$ cat config.mk
export PLATFORM = sky130hd
export DESIGN_NAME = debug_packet_deframer
export DESIGN_NICKNAME = d
export VERILOG_FILES = /design/src/hw/rtl/dpd_pkg.sv /design/src/hw/rtl/dpd_front.sv /design/src/hw/rtl/dpd_queue.sv /design/src/hw/rtl/dpd_back.sv /design/src/hw/rtl/debug_packet_deframer.sv
export SDC_FILE = /design/constraint.sdc
export NUM_CORES = 1
export LEC_CHECK = 0
export BUFFER_PORTS_ARGS = -buffer_cell sky130_fd_sc_hd__buf_4
export CAP_MARGIN = 20
export CORE_MARGIN = 8
export CORE_UTILIZATION = 45
export DETAILED_ROUTE_END_ITERATION = 12
export GPL_TIMING_DRIVEN = 1
export PLACE_DENSITY = 0.6
export SYNTH_ARGS = -nofsm -noshare
export SYNTH_HDL_FRONTEND = slang
export SYNTH_SLANG_ARGS = --single-unit
$ cat constraint.sdc
create_clock -name clk -period 4 [get_ports clk]
set_clock_uncertainty 0.15 [all_clocks]
set_input_delay 0.6 -clock clk [delete_from_list [all_inputs] [get_ports clk]]
set_output_delay 0.6 -clock clk [all_outputs]
set_load 0.01 [all_outputs]
$ cat src/hw/rtl/dpd_pkg.sv
`timescale 1ns / 1ps
`default_nettype none
// Shared types and constants for the debug packet deframer.
// Used by the front end, the request queue, the back end and the top level.

package dpd_pkg;

    localparam int BYTE_W  = 8;
    localparam int LEN_W   = 11;
    localparam int LEN_MAX = 2047;

    localparam logic [BYTE_W-1:0] CH_DOLLAR = 8'h24;
    localparam logic [BYTE_W-1:0] CH_HASH   = 8'h23;
    localparam logic [BYTE_W-1:0] CH_PLUS   = 8'h2B;
    localparam logic [BYTE_W-1:0] CH_MINUS  = 8'h2D;

    // Queue between front and back end.
    localparam int QDEPTH = 4;
    localparam int QPTR_W = 2;
    localparam int QCNT_W = 3;

    typedef enum logic [1:0] {
        EV_CONTENT    = 2'd0,
        EV_ACCEPT     = 2'd1,
        EV_REJECT     = 2'd2,
        EV_RETRANSMIT = 2'd3
    } evt_t;

    typedef enum logic [1:0] {
        PH_IDLE    = 2'd0,
        PH_CONTENT = 2'd1,
        PH_CK1     = 2'd2,
        PH_CK2     = 2'd3
    } phase_t;

    // One request from the front end: what the back end must emit.
    typedef struct packed {
        evt_t              kind;
        logic [BYTE_W-1:0] data;
        logic [LEN_W-1:0]  length;
    } cmd_t;

endpackage

`default_nettype wire

$ cat src/hw/rtl/dpd_front.sv
`timescale 1ns / 1ps
`default_nettype none
// Front end: takes received bytes, tracks the framing phase, sum and length,
// and turns each byte that causes output into one request. Depends on dpd_pkg.

module dpd_front
    import dpd_pkg::*;
#(
    parameter int MAX_CONTENT = 1024
)
(
    input  wire logic              clk,
    input  wire logic              rst_n,
    input  wire logic              in_valid,
    output logic                   in_stall,
    input  wire logic [BYTE_W-1:0] rx_byte,
    input  wire logic              q_full,
    output logic                   push,
    output cmd_t                   push_cmd
);

    localparam int LEN_CAP_I = (MAX_CONTENT < LEN_MAX) ? MAX_CONTENT : LEN_MAX;
    localparam logic [LEN_W-1:0] LEN_CAP = LEN_CAP_I[LEN_W-1:0];

    phase_t            phase_reg, phase_next;
    logic [BYTE_W-1:0] sum_reg, sum_next;
    logic [LEN_W-1:0]  len_reg, len_next;
    logic [3:0]        hd_reg, hd_next;
    logic              hdok_reg, hdok_next;
    logic              hash_reg, hash_next;

    logic              accept;
    logic              is_hex;
    logic [3:0]        hex_val;
    logic              is_hash;
    logic [BYTE_W-1:0] ck;
    logic              pkt_ok;

    assign in_stall = q_full;
    assign accept   = in_valid && !q_full;
    assign is_hash  = (rx_byte == CH_HASH);

    always_comb
    begin
        is_hex  = 1'b1;
        hex_val = 4'd0;
        if (rx_byte >= 8'h30 && rx_byte <= 8'h39)
        begin
            hex_val = 4'(rx_byte - 8'h30);
        end
        else if (rx_byte >= 8'h61 && rx_byte <= 8'h66)
        begin
            hex_val = 4'(rx_byte - 8'h57);
        end
        else if (rx_byte >= 8'h41 && rx_byte <= 8'h46)
        begin
            hex_val = 4'(rx_byte - 8'h37);
        end
        else
        begin
            is_hex = 1'b0;
        end
    end

    // Checksum read like strtoul: stop at the first non-hex character.
    always_comb
    begin
        if (!hdok_reg)
        begin
            ck = '0;
        end
        else if (is_hex)
        begin
            ck = {hd_reg, hex_val};
        end
        else
        begin
            ck = {4'd0, hd_reg};
        end
    end

    assign pkt_ok = !(hash_reg || is_hash) && (len_reg != '0) && (ck == sum_reg);

    // Next state.
    always_comb
    begin
        phase_next = phase_reg;
        sum_next   = sum_reg;
        len_next   = len_reg;
        hd_next    = hd_reg;
        hdok_next  = hdok_reg;
        hash_next  = hash_reg;
        if (accept)
        begin
            case (phase_reg)
                PH_IDLE:
                begin
                    if (rx_byte == CH_DOLLAR)
                    begin
                        phase_next = PH_CONTENT;
                        sum_next   = '0;
                        len_next   = '0;
                        hd_next    = '0;
                        hdok_next  = 1'b0;
                        hash_next  = 1'b0;
                    end
                end
                PH_CONTENT:
                begin
                    if (is_hash)
                    begin
                        phase_next = PH_CK1;
                    end
                    else
                    begin
                        sum_next = sum_reg + rx_byte;
                        if (len_reg < LEN_CAP)
                        begin
                            len_next = len_reg + 1'b1;
                        end
                    end
                end
                PH_CK1:
                begin
                    if (is_hash)
                    begin
                        hash_next = 1'b1;
                    end
                    hdok_next  = is_hex;
                    hd_next    = hex_val;
                    phase_next = PH_CK2;
                end
                default:
                begin
                    if (is_hash)
                    begin
                        hash_next = 1'b1;
                    end
                    phase_next = PH_IDLE;
                end
            endcase
        end
    end

    // Request to the back end.
    always_comb
    begin
        push            = 1'b0;
        push_cmd.kind   = EV_CONTENT;
        push_cmd.data   = '0;
        push_cmd.length = len_reg;
        case (phase_reg)
            PH_IDLE:
            begin
                push          = accept && (rx_byte == CH_MINUS);
                push_cmd.kind = EV_RETRANSMIT;
            end
            PH_CONTENT:
            begin
                push          = accept && !is_hash;
                push_cmd.kind = EV_CONTENT;
                push_cmd.data = rx_byte;
            end
            PH_CK1:
            begin
                push = 1'b0;
            end
            default:
            begin
                push          = accept;
                push_cmd.kind = pkt_ok ? EV_ACCEPT : EV_REJECT;
            end
        endcase
    end

    always_ff @(posedge clk or negedge rst_n)
    begin
        if (!rst_n)
        begin
            phase_reg <= PH_IDLE;
            sum_reg   <= '0;
            len_reg   <= '0;
            hd_reg    <= '0;
            hdok_reg  <= 1'b0;
            hash_reg  <= 1'b0;
        end
        else
        begin
            phase_reg <= phase_next;
            sum_reg   <= sum_next;
            len_reg   <= len_next;
            hd_reg    <= hd_next;
            hdok_reg  <= hdok_next;
            hash_reg  <= hash_next;
        end
    end

endmodule

`default_nettype wire

$ cat src/hw/rtl/dpd_queue.sv
`timescale 1ns / 1ps
`default_nettype none
// Short request queue between the front end and the back end.
// Depends on dpd_pkg for the request type and depth.

module dpd_queue
    import dpd_pkg::*;
(
    input  wire logic clk,
    input  wire logic rst_n,
    input  wire logic push,
    input  wire cmd_t push_cmd,
    input  wire logic pop,
    output logic      full,
    output logic      empty,
    output cmd_t      head
);

    cmd_t              entry_reg [QDEPTH];
    logic [QPTR_W-1:0] wr_ptr_reg, wr_ptr_next;
    logic [QPTR_W-1:0] rd_ptr_reg, rd_ptr_next;
    logic [QCNT_W-1:0] count_reg, count_next;

    assign full  = (count_reg == QCNT_W'(QDEPTH));
    assign empty = (count_reg == '0);
    assign head  = entry_reg[rd_ptr_reg];

    always_comb
    begin
        wr_ptr_next = push ? wr_ptr_reg + 1'b1 : wr_ptr_reg;
        rd_ptr_next = pop ? rd_ptr_reg + 1'b1 : rd_ptr_reg;
        count_next  = count_reg;
        if (push && !pop)
        begin
            count_next = count_reg + 1'b1;
        end
        else if (pop && !push)
        begin
            count_next = count_reg - 1'b1;
        end
    end

    always_ff @(posedge clk or negedge rst_n)
    begin
        if (!rst_n)
        begin
            wr_ptr_reg <= '0;
            rd_ptr_reg <= '0;
            count_reg  <= '0;
        end
        else
        begin
            wr_ptr_reg <= wr_ptr_next;
            rd_ptr_reg <= rd_ptr_next;
            count_reg  <= count_next;
        end
    end

    always_ff @(posedge clk)
    begin
        if (push)
        begin
            entry_reg[wr_ptr_reg] <= push_cmd;
        end
    end

endmodule

`default_nettype wire

$ cat src/hw/rtl/dpd_back.sv
`timescale 1ns / 1ps
`default_nettype none
// Back end: expands queued requests into result items and holds them in the
// output register. A rejected packet gives two results. Depends on dpd_pkg.

module dpd_back
    import dpd_pkg::*;
(
    input  wire logic              clk,
    input  wire logic              rst_n,
    input  wire logic              q_empty,
    input  wire cmd_t              q_head,
    output logic                   pop,
    output logic                   out_valid,
    input  wire logic              out_stall,
    output logic [1:0]             event_res,
    output logic [BYTE_W-1:0]      content_byte,
    output logic                   tx_valid,
    output logic [BYTE_W-1:0]      tx_byte,
    output logic [LEN_W-1:0]       pkt_len,
    output logic                   last
);

    logic              valid_reg, valid_next;
    logic              nak_pend_reg, nak_pend_next;
    evt_t              ev_reg, ev_next;
    logic [BYTE_W-1:0] cb_reg, cb_next;
    logic              txv_reg, txv_next;
    logic [BYTE_W-1:0] txb_reg, txb_next;
    logic [LEN_W-1:0]  len_reg, len_next;
    logic              last_reg, last_next;
    logic              load;

    assign load = !valid_reg || !out_stall;
    assign pop  = load && !nak_pend_reg && !q_empty;

    always_comb
    begin
        valid_next    = valid_reg;
        nak_pend_next = nak_pend_reg;
        ev_next       = ev_reg;
        cb_next       = cb_reg;
        txv_next      = txv_reg;
        txb_next      = txb_reg;
        len_next      = len_reg;
        last_next     = last_reg;
        if (load)
        begin
            if (nak_pend_reg)
            begin
                // Second result of a rejected packet; length is still held.
                valid_next    = 1'b1;
                nak_pend_next = 1'b0;
                ev_next       = EV_REJECT;
                txb_next      = CH_MINUS;
                last_next     = 1'b1;
            end
            else if (!q_empty)
            begin
                valid_next = 1'b1;
                ev_next    = q_head.kind;
                cb_next    = '0;
                txv_next   = 1'b0;
                txb_next   = '0;
                len_next   = '0;
                last_next  = 1'b1;
                case (q_head.kind)
                    EV_CONTENT:
                    begin
                        cb_next = q_head.data;
                    end
                    EV_ACCEPT:
                    begin
                        txv_next = 1'b1;
                        txb_next = CH_PLUS;
                        len_next = q_head.length;
                    end
                    EV_REJECT:
                    begin
                        txv_next      = 1'b1;
                        txb_next      = CH_PLUS;
                        len_next      = q_head.length;
                        last_next     = 1'b0;
                        nak_pend_next = 1'b1;
                    end
                    default:
                    begin
                        last_next = 1'b1;
                    end
                endcase
            end
            else
            begin
                valid_next = 1'b0;
            end
        end
    end

    always_ff @(posedge clk or negedge rst_n)
    begin
        if (!rst_n)
        begin
            valid_reg    <= 1'b0;
            nak_pend_reg <= 1'b0;
        end
        else
        begin
            valid_reg    <= valid_next;
            nak_pend_reg <= nak_pend_next;
        end
    end

    always_ff @(posedge clk)
    begin
        ev_reg   <= ev_next;
        cb_reg   <= cb_next;
        txv_reg  <= txv_next;
        txb_reg  <= txb_next;
        len_reg  <= len_next;
        last_reg <= last_next;
    end

    assign out_valid    = valid_reg;
    assign event_res    = ev_reg;
    assign content_byte = cb_reg;
    assign tx_valid     = txv_reg;
    assign tx_byte      = txb_reg;
    assign pkt_len      = len_reg;
    assign last         = last_reg;

endmodule

`default_nettype wire

$ cat src/hw/rtl/debug_packet_deframer.sv
`timescale 1ns / 1ps
`default_nettype none
// Debug link packet deframer, top level.
// Input channel: one received byte (rx_byte) per request, with in_valid and
// in_stall. Packets have the form $content#hh. Output channel: one result
// per request (event_res, content_byte, tx_valid, tx_byte, pkt_len,
// last) with out_valid and out_stall. A content byte gives one result, a
// packet end gives one result (accepted) or two (rejected: ack then nak),
// a '-' outside a packet gives a retransmit result, other bytes give none.
// Throughput: one input byte per cycle while in_stall is low. The extra
// result of a rejected packet end is absorbed by the four-entry request queue.
// An accepted byte's request is first written into the queue, and the back
// end then loads its result into the output register.
// When the receiver stalls, results wait in the output register and the
// queue; in_stall rises only once the queue is full.
// Reset puts the deframer outside any packet with empty queue and output.
// Depends on dpd_pkg, dpd_front, dpd_queue and dpd_back.

module debug_packet_deframer
    import dpd_pkg::*;
#(
    parameter int MAX_CONTENT = 1024
)
(
    input  wire logic              clk,
    input  wire logic              rst_n,
    input  wire logic              in_valid,
    output logic                   in_stall,
    input  wire logic [BYTE_W-1:0] rx_byte,
    output logic                   out_valid,
    input  wire logic              out_stall,
    output logic [1:0]             event_res,
    output logic [BYTE_W-1:0]      content_byte,
    output logic                   tx_valid,
    output logic [BYTE_W-1:0]      tx_byte,
    output logic [LEN_W-1:0]       pkt_len,
    output logic                   last
);

    logic q_full;
    logic q_empty;
    logic push;
    logic pop;
    cmd_t push_cmd;
    cmd_t q_head;

    dpd_front #(
        .MAX_CONTENT(MAX_CONTENT)
    ) u_front (
        .clk      (clk),
        .rst_n    (rst_n),
        .in_valid (in_valid),
        .in_stall (in_stall),
        .rx_byte  (rx_byte),
        .q_full   (q_full),
        .push     (push),
        .push_cmd (push_cmd)
    );

    dpd_queue u_queue (
        .clk      (clk),
        .rst_n    (rst_n),
        .push     (push),
        .push_cmd (push_cmd),
        .pop      (pop),
        .full     (q_full),
        .empty    (q_empty),
        .head     (q_head)
    );

    dpd_back u_back (
        .clk          (clk),
        .rst_n        (rst_n),
        .q_empty      (q_empty),
        .q_head       (q_head),
        .pop          (pop),
        .out_valid    (out_valid),
        .out_stall    (out_stall),
        .event_res    (event_res),
        .content_byte (content_byte),
        .tx_valid     (tx_valid),
        .tx_byte      (tx_byte),
        .pkt_len      (pkt_len),
        .last         (last)
    );

    // An acknowledgement byte goes out exactly on packet-end results.
    a_tx_on_end: assert property (@(posedge clk) disable iff (!rst_n)
        out_valid |-> (tx_valid == (event_res == EV_ACCEPT || event_res == EV_REJECT)))
        else $error("tx_valid does not match the packet-end event");

    // The ack half of a rejection is followed at once by its nak half.
    a_nak_follows: assert property (@(posedge clk) disable iff (!rst_n)
        (out_valid && !out_stall && event_res == EV_REJECT && !last)
        |=> (out_valid && event_res == EV_REJECT && tx_byte == CH_MINUS && last))
        else $error("rejected packet without a following nak result");

    // Payload bytes appear only on content results.
    a_content_only: assert property (@(posedge clk) disable iff (!rst_n)
        (out_valid && event_res != EV_CONTENT) |-> (content_byte == '0))
        else $error("content byte set on a non-content result");

    // Nothing enters the queue while it is full.
    a_no_overrun: assert property (@(posedge clk) disable iff (!rst_n)
        q_full |-> !push)
        else $error("request pushed into a full queue");

endmodule

`default_nettype wire

==> impl_metrics.json <==
{
  "fin_crit_sh": 0.780,
  "synthToLayoutAreaGrowth_pct": 16.9,
  "cts_root_buf": "sky130_fd_sc_hd__clkbuf_16",
  "synth.yosys.seq_area_share": 0.633,
  "io_buffers": 41,
  "synthesis.yosys.warnings": 0,
  "fillers": 1212,
  "synthFlopType": "sky130_fd_sc_hd__edfxtp_1",
  "unrepaired_setup_endpoints_after_global_routing": "no",
  "cts-buffers-inserted": 17,
  "grt_max_degree": 37,
  "clock_insertion_delay_worst_skew_ps": 420,
  "seq_cells_post_synth": 146,
  "regToRegEndpoint": "u_queue.count_reg[2]",
  "final_cell_mix": "sky130_fd_sc_hd__edfxtp_1, sky130_fd_sc_hd__buf_4, sky130_fd_sc_hd__dfrtp_1",
  "drtAntennaViolNets": 0,
  "totalNegativeSetupSlack_ps": 0,
  "required_ps": 4200,
  "dp.cells": 675,
  "routed-via-count": 3794,
  "average_detailed_routed_wire_length_per_instance_microns": 18.6,
  "number_of_antenna_violations_at_the_first_check_in_global_routing": 0,
  "globalplace.congestion": 0.904,
  "synthDistinctLibCells": 61,
  "grt_first_pass_wirelength_microns": 21300,
  "async_flop_share": 0.247,
  "r2r_cells": 13,
  "irDropWorstVdd_uv": 360,
  "pd_cells_nw_per_um2": 780,
  "cell_by_cell_listing_of_the_critical_path": "inv_1, ha_1, inv_1, nor4b_1, a31oi_1, a21oi_1, buf_4, ha_1, inv_1, fa_1, xor2_1, nor2_1, xor2_1",
  "drv_slew": 0,
  "cts_setup_buffers": 0,
  "library_cell_appearing_most_often_on_the_critical_path": "sky130_fd_sc_hd__inv_1",
  "critical-path-max-stage-delay_ps": 430,
  "holdBufCountCts": 0,
  "critical_path.slowest_cell": "sky130_fd_sc_hd__fa_1",
  "totalWireLength_microns": 13200,
  "layout_commonest_cell": "sky130_fd_sc_hd__edfxtp_1",
  "syn-mean-instance-area_sq_um": 14.5,
  "antenna-diode-count": 0,
  "grt_pass1_vias": 3918,
  "max_slew.worst_pin.slew_ps": 1060,
  "fin_crit_ps": 3120,
  "syn-cell-area_sq_um": 6640,
  "crit_path_end_kind": "flip-flop",
  "design.portCount": 45,
  "finalSetupViolations": 0,
  "floorplan.initialDensity": 0.459,
  "number_of_enable_flip_flop_cells_after_synthesis": 110,
  "holdWs_ps": 13.3,
  "hp-class": "primary input to asynchronous set/reset pin",
  "worst_setup_hold_path_clk_slew_ps": 60,
  "postCtsResizedCells": 0,
  "leftover_overflow_at_the_end_of_global_routing": 0,
  "numClockSinks": 146,
  "design.die.area_sq_um": 18900,
  "worst_setup_path_start_kind": "flip-flop",
  "num-nets-final": 548,
  "synthesis.instances": 457,
  "chipWidth_microns": 137,
  "grtUsageTotal": 0.152,
  "run_status": "finished, final reports clean",
  "worstPathMaxFanout": 8,
  "drv_cap": 0,
  "critPathArrivalTime_ps": 3320,
  "htreeDepth": 4,
  "r2r-start": "u_front.phase_reg[0]",
  "fmax_ghz": 0.320,
  "detailedPlacementHpwl_microns": 8910,
  "report.final.hold_viol_count": 0,
  "die_height_microns": 137,
  "tritoncts": "done",
  "worst_slew_margin_rel": 0.284,
  "initialDrtViolationCount": 204,
  "layoutNonFillerInstCount": 707,
  "floorplan.rows": 44,
  "finalCoreUtilization": 0.536,
  "routed_via_density": 5.37,
  "largest_register_ffs": 84,
  "clock_path_buffers": 2,
  "timing.setup.critical_path_class": "flip-flop to flip-flop",
  "design.core.area_sq_um": 14500,
  "detailedRoute.firstPassIterationCount": 4,
  "p_leak_nw": 2.98,
  "drc_errors": 0,
  "regToRegSetupSlack_ps": 880,
  "share_of_layout_cells_above_drive_strength_1": 0.224
}
==> power by group <==
group          switching, mW  internal, mW
sequential             0.281          2.20
clock                  0.580          1.06
combinational           1.03         0.906
total                   1.89          4.16
==> area by class of cell <==
type,count,area [sq um],share of cell area
multi-input cells,275,2260,0.292
clock inverters,10,158,0.0203
repair buffers,50,375,0.0484
flip-flops and latches,146,4200,0.542
clock buffers,22,454,0.0585
inverters,20,75.1,0.00967
well taps,184,230,0.0297
==> through the flow <==
stage,power (mW),cell area [sq um],setup WS [ps]
CTS,6.13,7760,850
detailed placement,4.48,7150,778
global route,6.43,7760,546
finish,6.05,7760,878
floorplan,3.76,6650,952
global placement,4.42,7150,801
==> layer usage <==
layer / vias up / GRT usage / routed length, microns
met4: 0 / 0.0543 / 265
met3: 21 / 0.0478 / 630
met2: 79 / 0.239 / 6390
li1: 1804 / - / -
met5: - / 0 / 0
met1: 1890 / 0.194 / 5900
==> cell usage after synthesis (5+ instances only) <==
library cell	count	area [sq um]
sky130_fd_sc_hd__xnor2_1	12	105
sky130_fd_sc_hd__inv_1	20	75.1
sky130_fd_sc_hd__nand2_1	28	105
sky130_fd_sc_hd__edfxtp_1	110	3300
sky130_fd_sc_hd__and2_1	29	181
sky130_fd_sc_hd__mux2_2	5	56.3
sky130_fd_sc_hd__ha_1	24	300
sky130_fd_sc_hd__mux4_2	21	473
sky130_fd_sc_hd__nor2_1	25	93.8
sky130_fd_sc_hd__a21oi_1	13	65.1
sky130_fd_sc_hd__nand3_1	10	50.1
sky130_fd_sc_hd__dfrtp_1	36	901
sky130_fd_sc_hd__xor2_1	11	96.3
sky130_fd_sc_hd__nor3_1	5	25.0
sky130_fd_sc_hd__o21ai_0	16	80.1
sky130_fd_sc_hd__buf_4	6	45.0
==> how the worst max path moves through the flow <==
stage | slack [ps] | endpoint | startpoint
final | 880 | u_queue.count_reg[2] | u_front.phase_reg[0]
after global placement | 800 | u_queue.count_reg[2] | rx_byte[2]
after detailed placement | 780 | u_queue.entry_reg[3][20] | rx_byte[1]
after global routing | 550 | u_queue.count_reg[2] | u_front.phase_reg[0]
after floorplan | 950 | u_queue.count_reg[1] | out_stall
after CTS | 850 | u_queue.count_reg[2] | u_front.phase_reg[0]
==> critical path, delay by kind of cell, from the launching register on <==
family	cells	cell delay, ps
fa+ha+maj	3	950
buf+inv	4	500
flops	1	400
simple gates	2	400
compound gates	2	330
xor+xnor	2	310
==> logic make-up after synthesis <==
group	count (synthesis)	share of synthesized area
buffers and inverters	38	0.0275
flip-flops	146	0.633
XOR/XNOR	23	0.0303
multiplexers	29	0.0842
adder cells (fa/ha/maj)	26	0.0513
AND/OR/NAND/NOR	130	0.107
other	1	0.000565
AO/OA/AOI/OAI	64	0.0663
Power figures use the tool's default switching activity.
